===== src/rtl/smd_pkg.sv =====
// shared types and constants of the sha-1 message digest block
// holds the request structs, the round constants and the initial chaining values
// no dependencies
package smd_pkg;

	typedef struct packed {
		logic [7:0] data_byte;
		logic       byte_valid;
		logic       end_of_message;
	} msg_item_t;

	typedef struct packed {
		logic [31:0] digest_word;
		logic [2:0]  word_index;
		logic        last_word;
	} digest_item_t;

	// working variables a..e of the compression
	typedef struct packed {
		logic [31:0] a;
		logic [31:0] b;
		logic [31:0] c;
		logic [31:0] d;
		logic [31:0] e;
	} work_t;

	localparam logic [31:0] K0 = 32'h5A827999;
	localparam logic [31:0] K1 = 32'h6ED9EBA1;
	localparam logic [31:0] K2 = 32'h8F1BBCDC;
	localparam logic [31:0] K3 = 32'hCA62C1D6;

	localparam logic [6:0] ROUND_GROUP1 = 7'd20;
	localparam logic [6:0] ROUND_GROUP2 = 7'd40;
	localparam logic [6:0] ROUND_GROUP3 = 7'd60;
	localparam logic [6:0] LAST_ROUND   = 7'd79;
	localparam logic [6:0] SCHED_WORDS  = 7'd16;

	localparam logic [7:0] PAD_MARK  = 8'h80;
	localparam logic [5:0] LEN_POS   = 6'd56;
	localparam logic [2:0] CV_WORDS  = 3'd5;
	localparam logic [2:0] LAST_WORD = 3'd4;

	function automatic logic [31:0] iv_word(input logic [2:0] idx);
		logic [31:0] v;
		case (idx)
			3'd0: v = 32'h67452301;
			3'd1: v = 32'hEFCDAB89;
			3'd2: v = 32'h98BADCFE;
			3'd3: v = 32'h10325476;
			default: v = 32'hC3D2E1F0;
		endcase
		return v;
	endfunction

endpackage


===== src/rtl/smd_round.sv =====
// one sha-1 compression round: round function, constant and variable rotation
// depends on smd_pkg for work_t and the round constants
module smd_round
	import smd_pkg::*;
(
	input  work_t       cur,
	input  logic [31:0] w,
	input  logic [6:0]  rnd,
	output work_t       nxt
);

	logic [31:0] f;
	logic [31:0] k;
	logic [31:0] rol_a;

	always_comb begin
		if (rnd < ROUND_GROUP1) begin
			f = (cur.b & cur.c) | (~cur.b & cur.d);
			k = K0;
		end else if (rnd < ROUND_GROUP2) begin
			f = cur.b ^ cur.c ^ cur.d;
			k = K1;
		end else if (rnd < ROUND_GROUP3) begin
			f = (cur.b & cur.c) | (cur.b & cur.d) | (cur.c & cur.d);
			k = K2;
		end else begin
			f = cur.b ^ cur.c ^ cur.d;
			k = K3;
		end
	end

	assign rol_a = {cur.a[26:0], cur.a[31:27]};

	always_comb begin
		nxt.a = rol_a + f + cur.e + k + w;
		nxt.b = cur.a;
		nxt.c = {cur.b[1:0], cur.b[31:2]};
		nxt.d = cur.c;
		nxt.e = cur.d;
	end

endmodule


===== src/rtl/sha1_message_digest.sv =====
// SHA-1 digest over a byte stream. Message bytes are taken one per cycle
// unless the input is stalled and packed into a 16-word block memory; a full
// block stalls the input while the chaining words are read, 80 rounds run
// at one per cycle (one round unit, the schedule in a 16-word shift line)
// and each chaining word is read, added to and written back. An end mark
// stalls the input while padding bytes go through the same byte path one
// per cycle (up to 72 of them), with one or two block compressions, then
// the five digest words leave in turn, each held until taken. The block
// memory has no reset and needs no clearing pass; the chaining memory reads
// as the initial values until the first block of a message is done.
// depends on smd_pkg and smd_round
module sha1_message_digest
	import smd_pkg::*;
(
	input  logic         clk,
	input  logic         arst_n,
	input  logic         msg_valid,
	output logic         msg_stall,
	input  msg_item_t    msg,
	output logic         digest_valid,
	input  logic         digest_stall,
	output digest_item_t digest
);

	localparam logic [2:0] S_IDLE  = 3'd0;
	localparam logic [2:0] S_PAD   = 3'd1;
	localparam logic [2:0] S_LOAD  = 3'd2;
	localparam logic [2:0] S_ROUND = 3'd3;
	localparam logic [2:0] S_UPD   = 3'd4;
	localparam logic [2:0] S_ORD   = 3'd5;
	localparam logic [2:0] S_EMIT  = 3'd6;

	localparam logic [1:0] PH_MARK = 2'd0;
	localparam logic [1:0] PH_ZERO = 2'd1;
	localparam logic [1:0] PH_LEN  = 2'd2;
	localparam logic [1:0] PH_DONE = 2'd3;

	logic [2:0]  state_q;
	logic [1:0]  ph_q;
	logic        pad_q;
	logic        first_q;
	logic [60:0] count_q;
	logic [5:0]  pos_q;
	logic [63:0] len_q;
	logic [2:0]  lidx_q;
	logic [2:0]  idx_q;
	logic [6:0]  rnd_q;
	logic [2:0]  oidx_q;
	logic        out_valid_q;
	logic [23:0] word_q;

	logic [31:0] buf_mem [16];
	logic [31:0] buf_rd_q;
	logic [31:0] cv_mem [5];
	logic [31:0] cv_rd_q;

	logic [31:0] wk_q [5];
	logic [31:0] w_q [16];

	logic        msg_acc;
	logic        push_en;
	logic [7:0]  push_byte;
	logic        wrap;
	logic [3:0]  buf_addr;
	logic [2:0]  cv_addr;
	logic        cv_re;
	logic [2:0]  prev_idx;
	logic [31:0] cv_sel;
	logic [31:0] w_x;
	logic [31:0] w_new;
	work_t       cur_work;
	work_t       nxt_work;

	assign msg_stall = (state_q != S_IDLE);
	assign msg_acc   = msg_valid && !msg_stall;

	// byte path shared by message bytes and padding
	always_comb begin
		push_en   = 1'b0;
		push_byte = msg.data_byte;
		if (state_q == S_IDLE) begin
			push_en = msg_acc && msg.byte_valid;
		end else if (state_q == S_PAD) begin
			unique case (ph_q)
				PH_MARK: begin
					push_en   = 1'b1;
					push_byte = PAD_MARK;
				end
				PH_ZERO: begin
					push_en   = (pos_q != LEN_POS);
					push_byte = 8'h00;
				end
				PH_LEN: begin
					push_en   = 1'b1;
					push_byte = len_q[63:56];
				end
				default: begin
					push_en   = 1'b0;
					push_byte = 8'h00;
				end
			endcase
		end
	end

	assign wrap = push_en && (&pos_q);

	assign prev_idx = idx_q - 3'd1;
	assign cv_sel   = first_q ? iv_word(prev_idx) : cv_rd_q;

	always_comb begin
		cv_re   = 1'b0;
		cv_addr = idx_q;
		if (state_q == S_LOAD || state_q == S_UPD) begin
			cv_re = (idx_q < CV_WORDS);
		end else if (state_q == S_ORD) begin
			cv_re   = 1'b1;
			cv_addr = oidx_q;
		end
	end

	assign buf_addr = (state_q == S_ROUND) ? (rnd_q[3:0] + 4'd1) : 4'd0;

	// schedule: w_q[15] is the newest word, w_q[0] the word sixteen rounds back
	assign w_x   = w_q[13] ^ w_q[8] ^ w_q[2] ^ w_q[0];
	assign w_new = (rnd_q < SCHED_WORDS) ? buf_rd_q : {w_x[30:0], w_x[31]};

	assign cur_work = '{a: wk_q[0], b: wk_q[1], c: wk_q[2], d: wk_q[3], e: wk_q[4]};

	smd_round u_round (
		.cur (cur_work),
		.w   (w_new),
		.rnd (rnd_q),
		.nxt (nxt_work)
	);

	// block memory
	always_ff @(posedge clk) begin
		if (push_en && (&pos_q[1:0])) begin
			buf_mem[pos_q[5:2]] <= {word_q, push_byte};
		end
		buf_rd_q <= buf_mem[buf_addr];
	end

	// chaining memory, read then add and write back
	always_ff @(posedge clk) begin
		if (state_q == S_UPD && idx_q != 3'd0) begin
			cv_mem[prev_idx] <= cv_sel + wk_q[prev_idx];
		end
		if (cv_re) begin
			cv_rd_q <= cv_mem[cv_addr];
		end
	end

	// datapath registers
	always_ff @(posedge clk) begin
		if (push_en) begin
			word_q <= {word_q[15:0], push_byte};
		end
		if (state_q == S_LOAD && idx_q != 3'd0) begin
			wk_q[prev_idx] <= cv_sel;
		end
		if (state_q == S_ROUND) begin
			wk_q[0] <= nxt_work.a;
			wk_q[1] <= nxt_work.b;
			wk_q[2] <= nxt_work.c;
			wk_q[3] <= nxt_work.d;
			wk_q[4] <= nxt_work.e;
			for (int i = 0; i < 15; i++) begin
				w_q[i] <= w_q[i + 1];
			end
			w_q[15] <= w_new;
		end
		if (state_q == S_IDLE && msg_acc && msg.end_of_message) begin
			len_q <= {count_q + 61'(msg.byte_valid), 3'b000};
		end else if (state_q == S_PAD && ph_q == PH_LEN) begin
			len_q <= {len_q[55:0], 8'h00};
		end
	end

	always_ff @(posedge clk or negedge arst_n) begin
		if (!arst_n) begin
			state_q     <= S_IDLE;
			ph_q        <= PH_MARK;
			pad_q       <= 1'b0;
			first_q     <= 1'b1;
			count_q     <= '0;
			pos_q       <= '0;
			lidx_q      <= '0;
			idx_q       <= '0;
			rnd_q       <= '0;
			oidx_q      <= '0;
			out_valid_q <= 1'b0;
		end else begin
			if (push_en) begin
				pos_q <= pos_q + 6'd1;
			end
			unique case (state_q)
				S_IDLE: begin
					if (msg_acc) begin
						if (msg.byte_valid) begin
							count_q <= count_q + 61'd1;
						end
						if (msg.end_of_message) begin
							pad_q <= 1'b1;
							ph_q  <= PH_MARK;
						end
						if (wrap) begin
							state_q <= S_LOAD;
							idx_q   <= '0;
						end else if (msg.end_of_message) begin
							state_q <= S_PAD;
						end
					end
				end
				S_PAD: begin
					unique case (ph_q)
						PH_MARK: begin
							ph_q <= PH_ZERO;
						end
						PH_ZERO: begin
							if (pos_q == LEN_POS) begin
								ph_q   <= PH_LEN;
								lidx_q <= '0;
							end
						end
						PH_LEN: begin
							lidx_q <= lidx_q + 3'd1;
							if (&lidx_q) begin
								ph_q <= PH_DONE;
							end
						end
						default: begin
							ph_q <= PH_DONE;
						end
					endcase
					if (wrap) begin
						state_q <= S_LOAD;
						idx_q   <= '0;
					end
				end
				S_LOAD: begin
					if (idx_q == CV_WORDS) begin
						state_q <= S_ROUND;
						idx_q   <= '0;
						rnd_q   <= '0;
					end else begin
						idx_q <= idx_q + 3'd1;
					end
				end
				S_ROUND: begin
					rnd_q <= rnd_q + 7'd1;
					if (rnd_q == LAST_ROUND) begin
						state_q <= S_UPD;
						idx_q   <= '0;
					end
				end
				S_UPD: begin
					if (idx_q == CV_WORDS) begin
						idx_q   <= '0;
						first_q <= 1'b0;
						if (!pad_q) begin
							state_q <= S_IDLE;
						end else if (ph_q == PH_DONE) begin
							state_q <= S_ORD;
							oidx_q  <= '0;
						end else begin
							state_q <= S_PAD;
						end
					end else begin
						idx_q <= idx_q + 3'd1;
					end
				end
				S_ORD: begin
					state_q     <= S_EMIT;
					out_valid_q <= 1'b1;
				end
				S_EMIT: begin
					if (!digest_stall) begin
						out_valid_q <= 1'b0;
						if (oidx_q == LAST_WORD) begin
							// back to the reset state for the next message
							state_q <= S_IDLE;
							first_q <= 1'b1;
							pad_q   <= 1'b0;
							ph_q    <= PH_MARK;
							count_q <= '0;
							pos_q   <= '0;
							oidx_q  <= '0;
						end else begin
							state_q <= S_ORD;
							oidx_q  <= oidx_q + 3'd1;
						end
					end
				end
				default: begin
					state_q <= S_IDLE;
				end
			endcase
		end
	end

	assign digest_valid = out_valid_q;
	assign digest = '{
		digest_word: cv_rd_q,
		word_index:  oidx_q,
		last_word:   (oidx_q == LAST_WORD)
	};

	a_valid_in_emit: assert property (@(posedge clk) disable iff (!arst_n)
		out_valid_q |-> (state_q == S_EMIT))
		else $error("digest valid outside emit");

	a_wrap_starts_block: assert property (@(posedge clk) disable iff (!arst_n)
		wrap |=> (state_q == S_LOAD && idx_q == 3'd0))
		else $error("full block did not start compression");

	a_digest_after_pad: assert property (@(posedge clk) disable iff (!arst_n)
		(state_q == S_ORD) |-> (pad_q && ph_q == PH_DONE && !first_q && pos_q == 6'd0))
		else $error("digest read before padding finished");

	a_message_restart: assert property (@(posedge clk) disable iff (!arst_n)
		(digest_valid && !digest_stall && digest.last_word)
		|=> (state_q == S_IDLE && count_q == '0 && first_q))
		else $error("block not returned to reset state after digest");

	a_len_pos: assert property (@(posedge clk) disable iff (!arst_n)
		(state_q == S_PAD && ph_q == PH_LEN) |-> (pos_q[5:3] == 3'b111 && pos_q[2:0] == lidx_q))
		else $error("length byte out of place");

endmodule


===== config.mk =====
export PLATFORM = sky130hd
export DESIGN_NAME = sha1_message_digest
export DESIGN_NICKNAME = d
export VERILOG_FILES = /design/src/rtl/smd_pkg.sv /design/src/rtl/smd_round.sv /design/src/rtl/sha1_message_digest.sv
export SDC_FILE = /design/constraint.sdc
export NUM_CORES = 2
export LEC_CHECK = 0
export ABC_AREA = 0
export ABC_CLOCK_PERIOD_IN_PS = 40200
export BUFFER_PORTS_ARGS = -buffer_cell sky130_fd_sc_hd__buf_2
export CAP_MARGIN = 20
export CORE_MARGIN = 2
export CORE_UTILIZATION = 50
export DETAILED_ROUTE_END_ITERATION = 6
export GPL_TIMING_DRIVEN = 0
export PLACE_DENSITY_LB_ADDON = 0.15
export SETUP_SLACK_MARGIN = 0.4
export SKIP_CTS_REPAIR_TIMING = 1
export SYNTH_ARGS = -nofsm -noshare
export SYNTH_HDL_FRONTEND = slang
export SYNTH_SLANG_ARGS = --single-unit

===== constraint.sdc =====
create_clock -name clk -period 40.2 [get_ports clk]
set_input_delay 2.01 -clock clk [delete_from_list [all_inputs] [get_ports clk]]
set_output_delay 2.01 -clock clk [all_outputs]
set_load 0.02 [all_outputs]

# After elaboration in Yosys (flattened, before gate mapping)
# Memories as Yosys holds them, arrays and structs flattened. A register that Yosys moved wholly into a read port is not among the register bits.
# Index checks and enable logic that the tools add are counted.
dict set report classes {
  n_addsub 14
  magnitude_cmp 5
  n_eq_ne 32
  mux 88
  bitwise 13
  n_reduce_logical 40
}
# cell n
set op_table {}
lappend op_table {{$mux 32} 8}
lappend op_table {{$mux 61} 4}
lappend op_table {{$add 32x32->32} 5}
lappend op_table {{$xor 32x32->32} 5}
lappend op_table {{$and 32x32->32} 4}
lappend op_table {{$mux 64} 2}
lappend op_table {{$pmux 32 s4} 1}
lappend op_table {{$pmux 61 s2} 1}
lappend op_table {{$or 32x32->32} 3}
lappend op_table {{$mux 3} 24}
lappend op_table {{$add 61x1->61} 1}
lappend op_table {{$add 61x1->61 const B} 1}
lappend op_table {{$not 32->32} 1}
lappend op_table {{$reduce_or 32->1} 1}
lappend op_table {{$mux 31} 1}
lappend op_table {{$mux 6} 4}
lappend op_table {{$mux 1} 21}
lappend op_table {{$pmux 3 s7} 1}
lappend op_table {{$mux 8} 2}
lappend op_table {{$ne 2x2->1 const B} 8}
lappend op_table {{$pmux 8 s2} 1}
lappend op_table {{$eq 3x3->1 const B} 5}
lappend op_table {{$reduce_and 5->1} 3}
lappend op_table {{$lt 7x5->1 const B} 2}
lappend op_table {{other kinds (39)} 83}
dict set report word_totals {
  reg_bits 176
  ramBits 1344
  inputBits 14
  out_inout_bits 38
  wordCells 209
  n_memories 4
}
# memory words word_bits rd rd_ports_with_merged_regs write_ports line
set memory_table {}
lappend memory_table {buf_mem 16 32 1 1 1 sha1_message_digest.sv:52} ;# logic [31:0] buf_mem [16];
lappend memory_table {w_q 16 32 16 0 16 sha1_message_digest.sv:58} ;# logic [31:0] w_q [16];
lappend memory_table {cv_mem 5 32 1 1 1 sha1_message_digest.sv:54} ;# logic [31:0] cv_mem [5];
lappend memory_table {wk_q 5 32 6 0 5 sha1_message_digest.sv:57} ;# logic [31:0] wk_q [5];

# Depth between registers and ports, before layout
# An unclocked memory read counts as a cell.
dict set report logic_depth {
  depth_word 12
  ltp_mapped 25
  depth_no_buf 23
}

# By module
# A second synthesis with hierarchy kept.
dict set report unflattened {
  cells_unflattened 5141
  area_unflattened_um2 72985.0
}
# mod instances cells_per_inst area_each_um2 seq_area_each_um2
set by_module_without_submodules {}
lappend by_module_without_submodules {sha1_message_digest 1 4362 66423.7 49673.9}
lappend by_module_without_submodules {smd_round 1 779 6561.3 0.0}

# Worst setup path after synthesis
# OpenSTA, ideal clock, no wires.
dict set report synth_timing {
  path_type {register to register}
  startpoint {register state_q[1]}
  endpoint {memory wk_q[0][20] (data pin)}
  setup_ns 0.947
  arrival_time_ns 15.818
  required_time_ns 39.253
  setup_slack_ns 23.436
  path_stages_with_launch 8
  path_buffers 3
  period_less_slack_ns 16.764
  cell_sequence {dfrtp_1 buf_2 nor2b_1 nand2_1 clkinv_1 clkbuf_1 clkbuf_1 a21boi_0}
}
# element line
set synth_rtl {}
lappend synth_rtl {{start, declared} sha1_message_digest.sv:38} ;# logic [2:0] state_q;
lappend synth_rtl {{start signal, assigned} sha1_message_digest.sv:182} ;# state_q <= S_IDLE;
lappend synth_rtl {{start signal, assigned} sha1_message_digest.sv:208} ;# state_q <= S_LOAD;
lappend synth_rtl {{start signal, assigned} sha1_message_digest.sv:211} ;# state_q <= S_PAD;
lappend synth_rtl {{end, declared} sha1_message_digest.sv:57}

==> summary.md <==
| Metric | Value |
|---|---|
| Outcome | `complete, no violations` |
| Shortest period the worst path allows | `between 7000 and 8000 ps` |
| Source of the worst hold timing path | `w_q[1][239]$_DFFE_PP_` |
| Vias per cell | `5.809` |
| Share of synthesized area occupied by flip-flops and latches | `0.6952` |
| Least-Margin Pin Slew | `about 1300 ps` |
| Cell row count | `roughly 140` |
| Commonest cells after routing, fill and taps aside | `sky130_fd_sc_hd__edfxtp_1, sky130_fd_sc_hd__nand2_1, sky130_fd_sc_hd__inv_1` |
| Number of H-tree levels | `4` |
| Rel. slew slack | `0.1448` |
| Number of standard cells after synthesis | `5200` |
| Pre-CTS WS | `around 32000 ps` |
| Synthesis warning total | `0` |
| Overall track demand over capacity in global routing | `0.2558` |
| Longest Clk Path Bufs | `3` |
| DR WL/cell | `around 25 um` |
| Final cycle utilization of the critical path | `0.1948` |
| Clock network latency to the later pin of the worst-skew pair | `810 ps` |
| Number of nets with antenna violations after routing | `0` |
| Vias in the first global route | `42150` |
| Portion of synthesized cell area occupied by the leading cell type | `0.6544` |
| Global placement routability congestion | `a little under 0.9` |
| Number of buffers created by CTS | `~170` |
| Root buffer cell | `sky130_fd_sc_hd__clkbuf_16` |
| Final WS setup | `32370 ps` |
| DP Cell Count | `7193` |
| Total via count in the routed design | `about 44000` |
| Worst EP arrival | `between 8000 and 9000 ps` |
| CP Buf/Inv Count | `5` |
| Required time reported for the critical path endpoint | `between 40000 and 50000 ps` |
| Hold WS | `414.2 ps` |
| Initial Util | `0.5040` |
| First-pass GRT wire length | `around 280 mm` |
| Clock tree from TritonCTS | `yes` |
| Power density cells | `roughly 43 nW/um^2` |
| Overall die width | `roughly 380 um` |
| Count of buffers inserted at the top-level ports | `51` |
| Worst-path maximum fanout | `10` |
| Critical register-to-register path startpoint | `rnd_q[6]$_DFFE_PN0P_` |
| Class of the worst hold path | `flop to flop` |
| Final number of setup-violating endpoints | `0` |
| Number of max-cap violations | `0` |
| Leading register cell type out of synthesis | `sky130_fd_sc_hd__edfxtp_1` |
| Commonest non-fill, non-tap cell in the layout | `sky130_fd_sc_hd__edfxtp_1` |
| Net count after synthesis | `about 5400` |
| Post-Syn Area per Cell | `between 10 and 15 um^2` |
| Final net count | `between 5000 and 6000` |
| Placeable core area | `141800 um^2` |
| Maximum cell stage delay along the critical path | `around 750 ps` |
| Critical path endpoint category | `flop` |
| Maximum achievable frequency | `between 100 and 150 MHz` |
| Number of flops mapped to enable cells by yosys | `1557` |
| Post-Route WL | `between 150 and 200 mm` |
| Kind of cell adding the most delay to the critical path | `compound AO/OA/AOI/OAI gates` |
| Number of antenna violations at the first check in global routing | `1` |
| Number of ports placed on the die boundary | `52` |
| First drt pass iteration count | `5` |
| DRC violations left | `0` |
| HPWL after detailed placement | `135.3 mm` |
| Share of final-layout standard cells stronger than drive strength 1 | `0.07319` |
| Count of pins over their slew limit | `0` |
| CP max-delay cell | `sky130_fd_sc_hd__a41oi_1` |
| Maximum number of pins on one net before global-route repair | `73` |
| Die outline area | `between 100000 and 150000 um^2` |
| Layout overhead on the synthesized area | `13.37%` |
| Register bit total from synthesis | `about 1700` |
| Final Non-Filler Cells | `7520` |
| Type of origin of the critical path | `flop` |
| Maximum vdd ir drop | `slightly below 0.04 mV` |
| Leakage | `approximately 29 nW` |
| Number of DRC markers after the initial detailed-route iteration | `approximately 4800` |
| Cells along the critical path | `clkbuf_1 > a41oi_1 > nand2_1 > inv_1 > nor2_1 > clkbuf_1 > a221oi_1 > fa_1 > fa_1 > inv_1 > ha_1 > inv_1 > fa_1 > nor2b_1 > o21ai_0 > a21o_1 > a31oi_1 > a31oi_1 > nor3_1 > a21boi_0 > xor2_1 > a21boi_0` |
| Count of clock tree sinks | `1680` |
| Distinct cell type count after synthesis | `between 70 and 80` |
| Post-synth ARST share | `0.05417` |
| Die Height | `382.0 um` |
| Most area-consuming cells after synthesis | `sky130_fd_sc_hd__edfxtp_1, sky130_fd_sc_hd__nand2_1, sky130_fd_sc_hd__fa_1` |
| Launching instance or port of the critical path | `rnd_q[6]$_DFFE_PN0P_` |
| Setup repair after global routing missed its margin | `no` |
| Worst Path Class, Setup | `flop to flop` |
| Final count of hold timing violations | `0` |
| Total congestion overflow after global routing | `0` |
| Top cell type by total area after synthesis | `sky130_fd_sc_hd__edfxtp_1` |
| Clock Skews | `33.52 ps` |
| Register clock-pin slew on the reported worst setup and hold paths | `roughly 60 ps` |
| Mapped Area | `a little over 70000 um^2` |
| Final setup TNS | `0 ps` |
## registers in the layout, summed over array words and instances, names as in the netlist, 6 cells and up
signal	cells
buf_mem	512
buf_rd_q	32
count_q	61
cv_mem	160
cv_rd_q	32
len_q	61
pos_q	6
rnd_q	7
w_q	512
wk_q	256
word_q	24
## worst paths after layout
kind	endpoint	slack [ps]	cells past startpoint
hold / removal	w_q[1][207]$_DFFE_PP_	410	0
min in group asynchronous	oidx_q[0]$_DFFE_PN0P_	1180	1
max in group asynchronous	count_q[42]$_DFFE_PN0P_	38330	2
hold reg to reg	w_q[1][207]$_DFFE_PP_	410	0
setup / recovery	wk_q[0][23]$_DFFE_PP_	32370	22
setup reg to reg	wk_q[0][23]$_DFFE_PP_	32370	22
## per-layer routing
layer	wire length, um	GRT usage
met1	81010	0.3677
met2	86420	0.3979
met3	14380	0.04503
met4	5689	0.08333
met5	0	0
## area by class of cell
cell class | count | area, um^2
antenna | 1 | 2.502
multi-input combinational | 2988 | 20000
clock inverter | 101 | 950.9
fill | 11320 | 60760
timing repair buffer | 104 | 1354
sequential | 1680 | 49670
clock buffer | 224 | 4642
buffer | 253 | 969.7
inverter | 279 | 1047
tap | 1890 | 2365
## power breakdown
| part | leakage (nW) | total [W] | switching, W | internal [W] |
|---|---|---|---|---|
| clock network | 2.71 | 0.00157 | 0.000678 | 0.000892 |
| logic | 10.7 | 0.00000409 | 0.00000311 | 0.000000971 |
| registers | 15.3 | 0.00188 | 0.000000127 | 0.00188 |
## synthesized netlist by cell type, types with 37 or more instances
| cell | count |
|---|---|
| sky130_fd_sc_hd__a311oi_1 | 66 |
| sky130_fd_sc_hd__ha_1 | 92 |
| sky130_fd_sc_hd__inv_1 | 277 |
| sky130_fd_sc_hd__o22ai_1 | 133 |
| sky130_fd_sc_hd__a21boi_0 | 50 |
| sky130_fd_sc_hd__edfxtp_1 | 1557 |
| sky130_fd_sc_hd__fa_1 | 113 |
| sky130_fd_sc_hd__nand3_1 | 89 |
| sky130_fd_sc_hd__nand2b_1 | 41 |
| sky130_fd_sc_hd__nor2b_1 | 138 |
| sky130_fd_sc_hd__a21o_1 | 65 |
| sky130_fd_sc_hd__o21a_1 | 95 |
| sky130_fd_sc_hd__a21oi_1 | 144 |
| sky130_fd_sc_hd__nor4_1 | 37 |
| sky130_fd_sc_hd__xor2_1 | 73 |
| sky130_fd_sc_hd__clkbuf_1 | 233 |
| sky130_fd_sc_hd__a211oi_1 | 172 |
| sky130_fd_sc_hd__a31oi_1 | 74 |
| sky130_fd_sc_hd__nand2_1 | 682 |
| sky130_fd_sc_hd__xnor2_1 | 201 |
| sky130_fd_sc_hd__dfrtp_1 | 90 |
| sky130_fd_sc_hd__nor2_1 | 184 |
| sky130_fd_sc_hd__o21ai_0 | 250 |
## logic make-up (layout without fill, tap and decap cells)
kind of cell	after synthesis	in the layout	share of synthesized area
flip-flops	1680	1680	0.6952
AND/OR/NAND/NOR	1337	1337	0.08562
adder cells (fa/ha/maj)	205	205	0.04777
multiplexers	37	37	0.005236
AO/OA/AOI/OAI	1135	1135	0.1044
XOR/XNOR	274	274	0.03359
other	0	1	0
buffers and inverters	532	961	0.02818
## metrics by stage
step                utilization  cell area, um^2  power [W]
detailed placement       0.5319            75400   0.001923
global route             0.5714            81000   0.003550
CTS                      0.5713            80990   0.003483
floorplan                     -            71450   0.001919
finish                   0.5714            81000   0.003457
global placement         0.5225            74070   0.001922
Note: power is estimated with default switching activity, not from simulation.
